==> src/design/fpa_pkg.sv <==
// Package for the 16.16 fixed-point ALU: operation codes, sizes, stage payload types.
// No dependencies.
package fpa_pkg;
	localparam int DataW = 32;
	localparam int QuotW = 48;
	localparam int DivBits = QuotW;
	localparam logic [DataW-1:0] SatPos = 32'h7FFF_FFFF;
	localparam logic [DataW-1:0] SatNeg = 32'h8000_0001;
	localparam logic [15:0] LimitInt = 16'd32767;

	typedef enum logic [2:0] {
		OP_MUL   = 3'd0,
		OP_DIV   = 3'd1,
		OP_ROUND = 3'd2,
		OP_FLOOR = 3'd3,
		OP_FROM  = 3'd4
	} op_t;

	// Item travelling down the divider cell row
	typedef struct packed {
		logic             vld;
		logic             is_div;
		logic             neg;
		logic             done;
		logic [DataW-1:0] fix;
		logic             err;
		logic [QuotW:0]   rem;
		logic [QuotW-1:0] num;
		logic [QuotW-1:0] quo;
		logic [DataW:0]   den;
	} cell_t;
endpackage

==> src/design/fpa_cell.sv <==
// One restoring-division cell: brings in one numerator bit, trial subtract,
// and hands the item to the next cell. Uses fpa_pkg.
module fpa_cell import fpa_pkg::*; (
	input  logic  clk,
	input  logic  arst_n,
	input  logic  en,
	input  cell_t din,
	output cell_t dout
);
	cell_t       nxt;
	logic [QuotW:0] sh;
	logic [QuotW:0] diff;

	// Shift in the next numerator bit and try the subtract
	always_comb begin
		nxt = din;
		sh = {din.rem[QuotW-1:0], din.num[QuotW-1]};
		diff = sh - {{(QuotW-DataW){1'b0}}, din.den};
		nxt.num = {din.num[QuotW-2:0], 1'b0};
		if (din.is_div) begin
			if (!diff[QuotW]) begin
				nxt.rem = diff;
				nxt.quo = {din.quo[QuotW-2:0], 1'b1};
			end else begin
				nxt.rem = sh;
				nxt.quo = {din.quo[QuotW-2:0], 1'b0};
			end
		end
	end

	always_ff @(posedge clk or negedge arst_n) begin
		if (!arst_n) begin
			dout <= '0;
		end else if (en) begin
			dout <= nxt;
		end
	end
endmodule

==> config.mk <==
export PLATFORM = sky130hd
export DESIGN_NAME = fpa_cell
export DESIGN_NICKNAME = d
export VERILOG_FILES = /design/src/design/fpa_pkg.sv /design/src/design/fpa_cell.sv
export SDC_FILE = /design/constraint.sdc
export NUM_CORES = 1
export LEC_CHECK = 0
export ABC_CLOCK_PERIOD_IN_PS = 1250
export BUFFER_PORTS_ARGS = -buffer_cell sky130_fd_sc_hd__buf_4
export CORE_MARGIN = 10
export CORE_UTILIZATION = 36
export CTS_BUF_LIST = sky130_fd_sc_hd__clkbuf_8
export DETAILED_ROUTE_END_ITERATION = 10
export PLACE_DENSITY_LB_ADDON = 0.05
export SYNTH_ARGS = -nofsm -noshare
export SYNTH_HDL_FRONTEND = slang
export SYNTH_SLANG_ARGS = --single-unit
==> constraint.sdc <==
create_clock -name clk -period 1.25 [get_ports clk]
set_input_delay 0.1875 -clock clk [delete_from_list [all_inputs] [get_ports clk]]
set_output_delay 0.1875 -clock clk [all_outputs]
set_load 0.01 [all_outputs]
Word-level counts from Yosys, hierarchy flattened
Index checks and enable logic that the tools add are counted.
Storage, ports and cells
  RAM bits: 0
  bits of input ports: 218
  bits in read-only memories: 0
  register bits after elaboration: 214
  logic and storage cells: 15
  latch bits: 0
  memories kept: 0
Cells by class
  shifts and indexed selects: 0
  magnitude comparators: 0
  bitwise logic cells: 0
  add/sub/neg operators: 1
  muxes and demuxes: 4
  divide/modulo/power cells: 0
  eq/ne operators: 0
  reduce and logical (&&, ||, !) cells: 0
  multiply operators: 0
Operators with widths (number)
  $mux W49: 2
  $sub A49 B33 Y49: 1
  $mux W48: 1
  $mux W1: 1

Depth between registers and ports, before layout
  depth after elaboration: 3
  gate-level depth with buffers: 21
  gate-level depth less buffers: 20

Least setup slack after synthesis
No wires, ideal clock.
  kind: input-to-reg
  from: in din[18] in the netlist's numbering
  to: reg dout[170] in the netlist's numbering
  library setup time: 69 ps
  buffers on the path: 2
  stages: 19
  arrival time: 3736 ps
  setup slack: -2555 ps
  cell sequence: inv_1 > ha_1 > buf_2 > and4_4 > and4_4 > a221oi_1 > a31oi_4 > a31oi_4 > o2111ai_1 > ha_1 > clkbuf_1 > nor2b_1 > nand3_1 > a211oi_1 > nand2_1 > o21ai_0 > a31oi_1 > or4_1 > nand3_1
On the way
  longest elaborated chain between the ends: 3
Ends and longest elaborated chain
  start, declared: RTL line fpa_cell.sv:7  | input cell_t din,
  $sub A49 B33 Y49: RTL line fpa_cell.sv:18  | diff = sh - {{(QuotW-DataW){1'b0}}, din.den};
  $mux W49: RTL line fpa_cell.sv:21  | if (!diff[QuotW]) begin
  $mux W49: RTL line fpa_cell.sv:20  | if (din.is_div) begin
  end signal, assigned: RTL line fpa_cell.sv:35  | dout <= nxt;
  end, declared: RTL line fpa_cell.sv:8  | output cell_t dout
Every way passes these cells.
A chain may end at the register's enable or synchronous reset.

Final worst setup path
  from: in din[7] in the netlist's numbering
  to: reg dout[170] in the netlist's numbering
The elaborated chain is that of the path after synthesis.

==> run metrics <==
die width 199 um; CTS sink cnt 214; post-synth top area cell dfrtp_1; clk_lat worst skew between 0.5 and 0.6 ns; status complete, but fails checks; most used flip-flop cell after synthesis dfrtp_1; clock skew 0 ns; CP required 1.72 ns; pre-CTS setup slack -2.47 ns; cell count after synthesis between 1000 and 1500; RSZ-0062 raised after global routing yes; DR vias 12105; Hold Violations, Final 1; DP HPWL around 35000 um; I/O Buffers 431; H-tree level count 2; r2r setup slk 0.22 ns; layout net count around 2300; ratio of cells with drive above 1 in the final layout roughly 50%; Critical Path Sink Type flip-flop; Total GRT Usage 23.7%; post-layout worst setup margin -1.82 ns; gpl congestion 0.882; final hold slack -0.0164 ns; # DRC 0; area fraction in compound gates after synthesis between 10 and 15%; XOR/XNOR Fraction of Synth Area between 2 and 3%; post-synth cell types 60; num rows 65; placed insts 2110; peak supply drop 960 uV; Core Region 31600 sq um; leak pwr approximately 10 nW; DR iter-0 viols 554; top achievable clock speed 325 MHz; min Tclk post-route 3.07 ns; ys async rst share 100%; CP Launch Type input port; Worst-Margin Slew 0.574 ns; ANT nets after route 0; clock slew at reported path FFs 0.06 ns; fin cells 2453; vias in the first global route between 10000 and 15000; flop and latch count out of synthesis 214; routed wire length 49200 um; combinational family with the most area after synthesis multiplexers; relative slew slack about three fifths; fin crit share 246%; die area 39600 sq um; total gr overflow 0; mean area per synthesized cell between 10 and 15 sq um; TritonCTS clock tree done; Final setup viols 141; I/O pins 433; syn_nets 1373; mean routed wirelength per cell between 20 and 25 um; CP Class in -> reg; Initial Util a little over a third; Via density slightly below 5; Largest register FFs 214; Adder-Cell Fraction of Synth Area approximately 3.9%; Post-synth EDFFs 0; MaxCap Viol Count 0; Synth warnings 0; largest registers dout: 214 flops; Die Ht 199 um; Top reg by flops dout; failing checks negative hold slack, negative setup slack; first-pass GRT wire length between 70000 and 80000 um; highest-count cells in the layout ignoring fill and taps buf_4, buf_6, dfrtp_1; most common cell after layout, fill and taps aside buf_4; Clock Path Buffers 3; Syn Std Cell Area 11500 sq um; initial antenna violation count 1; Synth top area share 46.4%; CTS Buf Count 41; post-synthesis simple-gate area fraction 10.5%; post-synthesis mux area share 18.2%; 1st-pass router iterations 5; Root Buffer Master clkbuf_8; power density over the cells 1070 nW/um^2; largest net degree at the start of global routing between 70 and 80; sequential element share of the synthesized area about 46%; Synth area leaders dfrtp_1, mux2_2, mux2i_1, a21oi_1, ha_1; arrival time worst endpoint 3.54 ns; Hold Crit Class in -> reg; CP max FO 4; max-slew violation count 0; Area Overhead vs Synth 90.2%
-- cell families after synthesis --
group,after synthesis
multiplexers,193
XOR/XNOR,36
AO/OA/AOI/OAI,266
flip-flops,214
buffers and inverters,118
adder cells (fa/ha/maj),35
AND/OR/NAND/NOR,257
other,1
-- cells in the mapped netlist (9+ instances only) --
| cell type | n |
|---|---|
| nand3_1 | 15 |
| nor2_1 | 112 |
| nor2b_1 | 19 |
| dfrtp_1 | 214 |
| nor3_1 | 10 |
| o21ai_0 | 43 |
| a31oi_1 | 19 |
| mux2i_1 | 61 |
| ha_1 | 34 |
| o211ai_1 | 11 |
| nand4_1 | 13 |
| mux2_2 | 132 |
| a211oi_1 | 11 |
| o22ai_1 | 9 |
| nand2_1 | 52 |
| a21o_1 | 14 |
| xnor2_1 | 24 |
| xor2_1 | 12 |
| clkbuf_1 | 53 |
| a21oi_1 | 113 |
| inv_1 | 48 |
-- path summary, 6_finish.rpt --
path,endpoint,cells after the start,startpoint
worst max-delay path,dout[170]$_DFFE_PN0P_,18,din[7]
worst min register to register,dout[161]$_DFFE_PN0P_,2,dout[161]$_DFFE_PN0P_
max in group asynchronous,dout[189]$_DFFE_PN0P_,3,arst_n
min in group asynchronous,dout[24]$_DFFE_PN0P_,2,arst_n
worst min-delay path,dout[57]$_DFFE_PN0P_,3,din[57]
worst max register to register,dout[173]$_DFFE_PN0P_,4,dout[173]$_DFFE_PN0P_
-- routing by layer --
metal  track usage, %  wire [um]
met4             8.62       1660
met1             27.5      19400
met3             8.16       4230
met5                0          0
met2             39.6      23900
-- final cells by class --
type                    count  area [sq um]
fillers                  2379          9600
repair buffers            929          8650
multi-input cells         788          6370
flip-flops and latches    214          5360
clock buffers              52           716
well taps                 402           503
inverters                  48           205
clock inverters            19           143
diodes                      1          2.50
-- worst max-delay path: stages --
cell,delay [ns]
buf_4,0.11
inv_1,0.10
ha_4,0.23
a211oi_2,0.25
o21ai_0,0.13
o211a_1,0.18
o2111ai_4,0.26
a31oi_4,0.14
a31oi_4,0.23
o2111ai_2,0.14
ha_1,0.35
nor2b_4,0.19
nand3_4,0.11
buf_4,0.17
o21ai_2,0.17
a31oi_4,0.07
or4_1,0.43
nand3_1,0.09
-- report_power, final --
part	internal (mW)	leakage (nW)	switching, mW
sequential	7.70	2.47	0.595
combinational	4.54	7.40	3.26
clock	4.15	0.486	3.15
total	16.4	10.4	7.01
-- metrics by stage --
stage                     TNS [ns]  utilization (%)  instance area [sq um]  total power [mW]
after floorplan             -90.68                -                  11900              10.9
after global placement     -107.10             54.4                  17200              14.3
after detailed placement   -111.70             54.4                  17200              14.4
after CTS                   -85.96             67.1                  21200              23.1
after global routing        -97.05             69.6                  22000              24.6
final                       -81.19             69.6                  22000              23.4
-- timing repair --
item                                   4_1_cts  5_1_grt
pin swaps                                   11       54
setup endpoints to repair                  264      275
hold buffers                               194        1
endpoints found under the hold margin      385        1
gates resized for setup                    243      108
setup buffers                               31       57
cloned                                       1        1
(Power assumes the default switching activity.)
