--- src/design/fpa_pkg.sv ---
// Package for the 16.16 fixed-point ALU: operation codes, sizes, stage payload types.
// No dependencies.
package fpa_pkg;
	localparam int DataW = 32;
	localparam int QuotW = 48;
	localparam int DivBits = QuotW;
	localparam logic [DataW-1:0] SatPos = 32'h7FFF_FFFF;
	localparam logic [DataW-1:0] SatNeg = 32'h8000_0001;
	localparam logic [15:0] LimitInt = 16'd32767;

	typedef enum logic [2:0] {
		OP_MUL   = 3'd0,
		OP_DIV   = 3'd1,
		OP_ROUND = 3'd2,
		OP_FLOOR = 3'd3,
		OP_FROM  = 3'd4
	} op_t;

	// Item travelling down the divider cell row
	typedef struct packed {
		logic             vld;
		logic             is_div;
		logic             neg;
		logic             done;
		logic [DataW-1:0] fix;
		logic             err;
		logic [QuotW:0]   rem;
		logic [QuotW-1:0] num;
		logic [QuotW-1:0] quo;
		logic [DataW:0]   den;
	} cell_t;
endpackage

--- src/design/fpa_front.sv ---
// Front stage: decodes the operation, resolves the simple operations and the
// multiply (registered product), and seeds the divider cell row. Uses fpa_pkg.
module fpa_front import fpa_pkg::*; (
	input  logic        clk,
	input  logic        arst_n,
	input  logic        en,
	input  logic        in_vld,
	input  logic [2:0]  op,
	input  logic [31:0] a,
	input  logic [31:0] b,
	output cell_t       seed
);
	logic        na, nb;
	logic [31:0] ma, mb;
	logic [63:0] prod_s1;
	logic        mul_s1, mneg_s1;
	cell_t       pre;
	logic [63:0] prod;
	logic        pneg;
	logic [47:0] qlim;
	logic [QuotW:0] dnum;

	assign na = a[31];
	assign nb = b[31];
	assign ma = na ? (~a + 32'd1) : a;
	assign mb = nb ? (~b + 32'd1) : b;
	assign qlim = {16'd0, mb} * {32'd0, LimitInt};
	// Rounding numerator 2*|a|*2^16 + |b|; needs one bit above the row width
	assign dnum = {ma, 17'd0} + {17'd0, mb};

	// Decode and operand prep, first stage
	always_comb begin
		pre = '0;
		pre.vld = in_vld;
		pre.done = 1'b1;
		pre.den = {mb, 1'b0};
		unique case (op)
			OP_DIV: begin
				if (mb == '0) begin
					pre.fix = na ? SatNeg : SatPos;
					pre.err = 1'b1;
				end else if ({16'd0, ma} > qlim) begin
					pre.fix = (na != nb) ? SatNeg : SatPos;
					pre.err = 1'b1;
				end else begin
					pre.is_div = 1'b1;
					pre.done = 1'b0;
					pre.neg = (na != nb) && (ma != '0);
					// Top numerator bit starts in the remainder; its quotient bit is zero
					pre.rem = {{QuotW{1'b0}}, dnum[QuotW]};
					pre.num = dnum[QuotW-1:0];
				end
			end
			OP_ROUND: pre.fix = {{16{a[31]}}, a[31:16]} + {31'd0, a[15]};
			OP_FLOOR: pre.fix = {{16{a[31]}}, a[31:16]};
			OP_FROM:  pre.fix = {a[15:0], 16'd0};
			default:  pre.fix = '0;
		endcase
	end

	// Product register; multiply result finished one stage later
	always_ff @(posedge clk or negedge arst_n) begin
		if (!arst_n) begin
			mul_s1 <= 1'b0;
		end else if (en) begin
			mul_s1 <= in_vld && (op == OP_MUL);
		end
	end

	always_ff @(posedge clk) begin
		if (en) begin
			prod_s1 <= {32'd0, ma} * {32'd0, mb};
			mneg_s1 <= na != nb;
		end
	end

	cell_t pre_s1;
	always_ff @(posedge clk or negedge arst_n) begin
		if (!arst_n) begin
			pre_s1 <= '0;
		end else if (en) begin
			pre_s1 <= pre;
		end
	end

	// Finish the multiply: range check and rounding
	assign prod = prod_s1;
	assign pneg = mneg_s1 && (prod != '0);
	logic [47:0] rnd;
	assign rnd = prod[63:16] + {47'd0, prod[15]};
	always_comb begin
		seed = pre_s1;
		if (mul_s1) begin
			if (prod > {16'd0, LimitInt, 32'd0}) begin
				seed.fix = pneg ? SatNeg : SatPos;
				seed.err = 1'b1;
			end else begin
				seed.fix = pneg ? (~rnd[31:0] + 32'd1) : rnd[31:0];
				seed.err = 1'b0;
			end
		end
	end
endmodule

--- config.mk ---
export PLATFORM = sky130hd
export DESIGN_NAME = fpa_front
export DESIGN_NICKNAME = d
export VERILOG_FILES = /design/src/design/fpa_pkg.sv /design/src/design/fpa_front.sv
export SDC_FILE = /design/constraint.sdc
export NUM_CORES = 2
export LEC_CHECK = 0
export BUFFER_PORTS_ARGS = -buffer_cell sky130_fd_sc_hd__buf_2
export CAP_MARGIN = 20
export CORE_MARGIN = 5
export CORE_UTILIZATION = 32
export DETAILED_ROUTE_END_ITERATION = 12
export SYNTH_ARGS = -nofsm -noshare
export SYNTH_HDL_FRONTEND = slang
export SYNTH_SLANG_ARGS = --single-unit
--- constraint.sdc ---
create_clock -name clk -period 3.4 [get_ports clk]
set_input_delay 0.17 -clock clk [delete_from_list [all_inputs] [get_ports clk]]
set_output_delay 0.17 -clock clk [all_outputs]
set_load 0.005 [all_outputs]
* Yosys cells after proc, flatten, opt, wreduce, memory -nomap -nowiden
Cells that the tools add are included.
Word-level totals: flip-flop bits (word level) 232, input port bits 71, output and inout port bits 215, logic and storage cells 54
Cells by class: add/sub/neg operators 6, multipliers 2, order comparisons 2, equality and inequality tests 5, multiplexer cells 17, bitwise logic cells 3, reductions and logical operators 7
Operators with widths (number):
- 2-to-1 mux 32 bit | 6
- 2-to-1 mux 33 bit | 4
- one-hot mux 32 bit (4 select lines) | 1
- 2-to-1 mux 98 bit | 1
- 2-to-1 mux 97 bit | 1
- adder 32 x 1 -> 32 bit, second input constant | 3
- NOT 32 bit | 3
- greater-than comparator 64 x 47 -> 1 bit, second input constant | 1
- multiplier 32 x 32 -> 64 bit | 1
- nonzero test 64 bit | 1
- adder 49 x 32 -> 49 bit | 1
- 2-to-1 mux 49 bit | 1
- greater-than comparator 32 x 47 -> 1 bit | 1
- multiplier 32 x 15 -> 47 bit, second input constant | 1
- adder 32 x 1 -> 32 bit | 1
- logical NOT 32 bit | 1
- nonzero test 32 bit | 1
- adder 16 x 2 -> 17 bit | 1
- 2-to-1 mux 3 bit | 3
- equality test 3 x 2 -> 1 bit, second input constant | 2
- equality test 3 x 1 -> 1 bit, second input constant | 1
- equality test 3 bit, second input constant | 1
- logical AND 1 bit | 3
- logical NOT 3 bit | 1
- inequality test 1 bit | 1

* Longest topological paths before layout
depth after elaboration 8, depth in mapped cells 41, depth with buffers taken out 38

* Worst setup path after synthesis
No wires, ideal clock.
kind input to register, start in b[0], end reg pre_s1[185] (netlist name), setup time 0.088 ns, arrival 9.826 ns, data required time 3.312 ns, slack -6.514 ns, stages 35, path buffers 4, path through inv_1 clkbuf_1 ha_1 nand4_1 nand2b_1 nand2b_1 or4_1 o41ai_1 xor2_1 clkbuf_1 fa_1 inv_1 fa_1 fa_1 fa_1 fa_1 fa_1 ha_1 a21oi_1 o21ai_0 a211oi_1 a21oi_2 xnor2_1 ha_1 nand4_1 nor4_1 o21ai_0 a221o_1 or4b_4 nor4b_4 a31oi_4 or2_1 buf_6 buf_6 o221ai_2
On the way: cells in the longest elaborated chain, start to end 8, elaborated cells on any way between the ends 9, classes of those cells add/sub: 1; mul: 1; order compare: 1; mux: 4; bitwise: 1; reduce/logical: 1
Ends and longest elaborated chain:
- start, declared | RTL line fpa_front.sv:10 | input logic [31:0] b,
- NOT 32 bit | RTL line fpa_front.sv:26 | assign mb = nb ? (~b + 32'd1) : b;
- adder 32 x 1 -> 32 bit | RTL line fpa_front.sv:26
- 2-to-1 mux 32 bit * | RTL line fpa_front.sv:26
- multiplier 32 x 15 -> 47 bit | RTL line fpa_front.sv:27 | assign qlim = {16'd0, mb} * {32'd0, LimitInt};
- greater-than comparator 32 x 47 -> 1 bit | RTL line fpa_front.sv:42 | end else if ({16'd0, ma} > qlim) begin
- 2-to-1 mux 33 bit | RTL line fpa_front.sv:42
- 2-to-1 mux 33 bit * | RTL line fpa_front.sv:39 | if (mb == '0) begin
- one-hot mux 32 bit (4 select lines) * | RTL line fpa_front.sv:37 | unique case (op)
- end signal, assigned | RTL line fpa_front.sv:82 | pre_s1 <= pre;
- end, declared | RTL line fpa_front.sv:77 | cell_t pre_s1;
Mark *: on every way between the ends. The rest lies on a longest branch, timed or not. A chain may end at the register's enable or synchronous reset.

* Worst setup path in the final report
start in b[9], end reg pre_s1 (netlist bit seed[108])
On the way: cells in the longest elaborated chain, start to end 8, elaborated cells on any way between the ends 10, classes of those cells add/sub: 2; mul: 1; order compare: 1; mux: 4; bitwise: 1; reduce/logical: 1
Ends and longest elaborated chain (RTL line):
- NOT 32 bit | fpa_front.sv:26
- adder 32 x 1 -> 32 bit | fpa_front.sv:26
- 2-to-1 mux 32 bit * | fpa_front.sv:26
- multiplier 32 x 15 -> 47 bit | fpa_front.sv:27
- greater-than comparator 32 x 47 -> 1 bit | fpa_front.sv:42
- 2-to-1 mux 49 bit | fpa_front.sv:42
- 2-to-1 mux 97 bit * | fpa_front.sv:39
- 2-to-1 mux 98 bit * | fpa_front.sv:37
Marks and branches as above.

==> results.sh <==
export IMPL_run_status="finished with violations"
export IMPL_violations="negative setup slack"
export IMPL_synth_avg_cell_area_um2=8.83
export IMPL_globalRoute_totalOverflow=0
export IMPL_timing_clock_skew_ps=0
export IMPL_adder_cell_fraction_of_synth_area_pct=51.2
export IMPL_synth_cell_types=92
export IMPL_portBuffers=188
export IMPL_endpoint_of_the_lowest_slack_register_to_register_path="mul_s1"
export IMPL_timing_critical_path_fanout_max=7
export IMPL_slew_headroom_pct=33.3
export IMPL_setup_ws_ps=-5840
export IMPL_grt_pass1_vias=52100
export IMPL_report_final_setup_viol=178
export IMPL_synth_main_ff_cell="sky130_fd_sc_hd__dfrtp_1"
export IMPL_setup_slack_of_the_most_critical_reg_to_reg_path_ps=1940
export IMPL_layout_worst_path_cycle_share_pct=272
export IMPL_root_buffer="sky130_fd_sc_hd__clkbuf_16"
export IMPL_yosys_area_share_xor_xnor_pct=3.92
export IMPL_hold_slack_ps=11.1
export IMPL_holdPathStages=1
export IMPL_cts_tree="done"
export IMPL_drt_pass1_iter_count=6
export IMPL_fraction_of_final_layout_cells_sized_beyond_drive_strength_1_pct=27.6
export IMPL_io_count=286
export IMPL_hold_wc_startpoint="en"
export IMPL_path_clk_slew_ps=90
export IMPL_synth_sequential_area_ratio_pct=9.00
export IMPL_grt_pass1_wl_um=320000
export IMPL_depth_of_the_cts_h_tree=4
export IMPL_die_area_um2=180000
export IMPL_postSynthRegisterBits=184
export IMPL_critical_path_slowest_cell="sky130_fd_sc_hd__or4_4"
export IMPL_synthesized_instance_count=6200
export IMPL_tightest_slew_ps=998
export IMPL_criticalPathCategory="in -> reg"
export IMPL_clk_insertion_delay_late_ps=550
export IMPL_detail_route_wl_per_cell_um=21.7
export IMPL_avgViaCountPerCell=4.99
export IMPL_postLayoutCellArea_um2=71300
export IMPL_finalMaxSlewViolations=0
export IMPL_effective_utilization_at_floorplan_pct=32.2
export IMPL_floorplan_die_width_um=424
export IMPL_drt_drc_violations_left=0
export IMPL_maximum_number_of_pins_on_one_net_before_global_route_repair=104
export IMPL_antenna_found_initial=4
export IMPL_dominant_combinational_cell_family_by_area_after_synthesis="adder cells"
export IMPL_final_cell_mix="1239 x sky130_fd_sc_hd__inv_1, 1208 x sky130_fd_sc_hd__buf_4, 1093 x sky130_fd_sc_hd__fa_1"
export IMPL_timing_max_cap_violations=0
export IMPL_maxClockFrequency_ghz=0.108
export IMPL_cts_sinks=184
export IMPL_synth_warnings=0
export IMPL_finalNetCount=9015
export IMPL_worstHoldEndpoint="prod[63]"
export IMPL_synth_area_um2=54800
export IMPL_dp_hpwl_um=177000
export IMPL_clock_tree_buffer_depth=2
export IMPL_wl_um=209000
export IMPL_drt_initial_drc_count=3392
export IMPL_synth_simple_gate_area_share_pct=13.6
export IMPL_commonest_non_fill_non_tap_cell_in_the_layout="sky130_fd_sc_hd__inv_1"
export IMPL_areaGrowthSynthToFinish_pct=30.1
export IMPL_post_route_min_period_ps=9240
export IMPL_async_reset_ff_share_pct=64.7
export IMPL_grt_setup_unrepaired="true"
export IMPL_synth_edff_count=65
export IMPL_total_cts_buffers=17
export IMPL_kind_of_start_point_of_the_critical_path="input port"
export IMPL_globalplace_congestion=0.980
export IMPL_detail_route_antenna_nets=0
export IMPL_std_cell_rows=151
export IMPL_die_y_um=424
export IMPL_hold_path_class="in -> reg"
export IMPL_grt_use_total_pct=23.6
export IMPL_coreArea_um2=170000
export IMPL_required_ps=3800
export IMPL_worst_setup_path_end_kind="flip-flop"
export IMPL_report_final_hold_viol_count=0
export IMPL_critical_path_most_common_cell="sky130_fd_sc_hd__fa_1"
export IMPL_arrival_ps=9640
export IMPL_synth_compound_area_share_pct=8.65
export IMPL_worst_r2r_path_depth=2
export IMPL_max_stage_delay_ps=590
export IMPL_worst_r2r_startpoint="mul_s1"
export IMPL_post_synth_mux_area_share_pct=0.295
export IMPL_placedInstanceArea_um2=67900
export IMPL_vias=47900
[synthesized netlist by cell type, types with 37 or more instances]
cell,count,area share [%]
sky130_fd_sc_hd__inv_1,1285,8.8
sky130_fd_sc_hd__fa_1,1122,41
sky130_fd_sc_hd__nand2_1,941,6.4
sky130_fd_sc_hd__ha_1,447,10
sky130_fd_sc_hd__nor2_1,395,2.7
sky130_fd_sc_hd__clkbuf_1,225,1.5
sky130_fd_sc_hd__a21oi_1,189,1.7
sky130_fd_sc_hd__buf_4,182,2.5
sky130_fd_sc_hd__o21ai_0,148,1.4
sky130_fd_sc_hd__xnor2_1,144,2.3
sky130_fd_sc_hd__dfrtp_1,119,5.4
sky130_fd_sc_hd__xor2_1,99,1.6
sky130_fd_sc_hd__a21o_1,76,1.0
sky130_fd_sc_hd__edfxtp_1,65,3.6
sky130_fd_sc_hd__nand3_1,64,0.58
sky130_fd_sc_hd__nand4_1,63,0.72
sky130_fd_sc_hd__o22ai_1,49,0.56
sky130_fd_sc_hd__nor3_1,37,0.34
[layout make-up]
cell class / count / area (um^2)
Clock inverter: 14 / 188
Multi-Input combinational cell: 4355 / 45900
Antenna cell: 2 / 5.00
Clock buffer: 18 / 439
Sequential cell: 184 / 4930
Timing Repair Buffer: 1512 / 12100
Inverter: 1305 / 4970
Fill cell: 16500 / 98600
Tap cell: 2218 / 2780
[worst max-delay path by stage]
stage               from           to  slack, ps  cells after the start
floorplan           b[9]  pre_s1[185]      -5600                     34
global placement    a[6]     prod[55]      -6910                     37
detailed placement  a[6]     prod[57]      -6920                     37
CTS                 b[9]    seed[104]      -5660                     39
global route        b[9]    seed[102]      -6110                     38
finish              b[9]    seed[108]      -5840                     39
[metrics by stage]
step           std cells  utilization [%]  worst slack [ps]  TNS, ps
5_1_grt             9608             42.0             -6110  -813690
6_report            9608             42.0             -5840  -770210
4_1_cts             9578             41.5             -5660  -751450
3_5_place_dp        9478             40.0             -6920  -861880
3_3_place_gp        9478             40.0             -6910  -852870
2_1_floorplan       6296                -             -5600  -714220
[sequential cells by signal, summed over array words and instances (netlist names)]
name / flops
mul_s1: 1
mneg_s1: 1
prod: 64
pre_s1: 33
seed: 85
[cells by family after synthesis]
family                     count (synthesis)
buffers and inverters                   1757
and+or+nand+nor                         1713
adders and majority gates               1569
AOI/OAI and AO/OA                        717
xor gates and xnor gates                 244
DFF                                      184
muxes                                     15
other                                      1
[layer usage]
layer  GRT usage (%)  wire (um)  vias up
met3            5.41      17600      451
met4            9.87      10200        2
met5               0         11        -
li1                -          -    21200
met2            38.5      97400     1813
met1            30.1      83800    24400
[worst max-delay path, delay by kind of cell]
kind,cells,cell delay [ps]
adder cells (fa/ha/maj),8,3710
AO/OA/AOI/OAI,8,1280
AND/OR/NAND/NOR,10,2810
XOR/XNOR,2,220
buffers and inverters,11,1420
[repair_timing]
item | CTS | global route
hold buffers | 2 | 0
hold endpoints to repair | 102 | 0
setup endpoints to repair | 178 | 178
cloned | 8 | 2
buffers inserted | 65 | 27
resized for setup | 273 | 104
pin swaps | 96 | 54
Power is not shown: default switching activity piles up to over one toggle a cycle in this logic, so the estimate is an artifact.
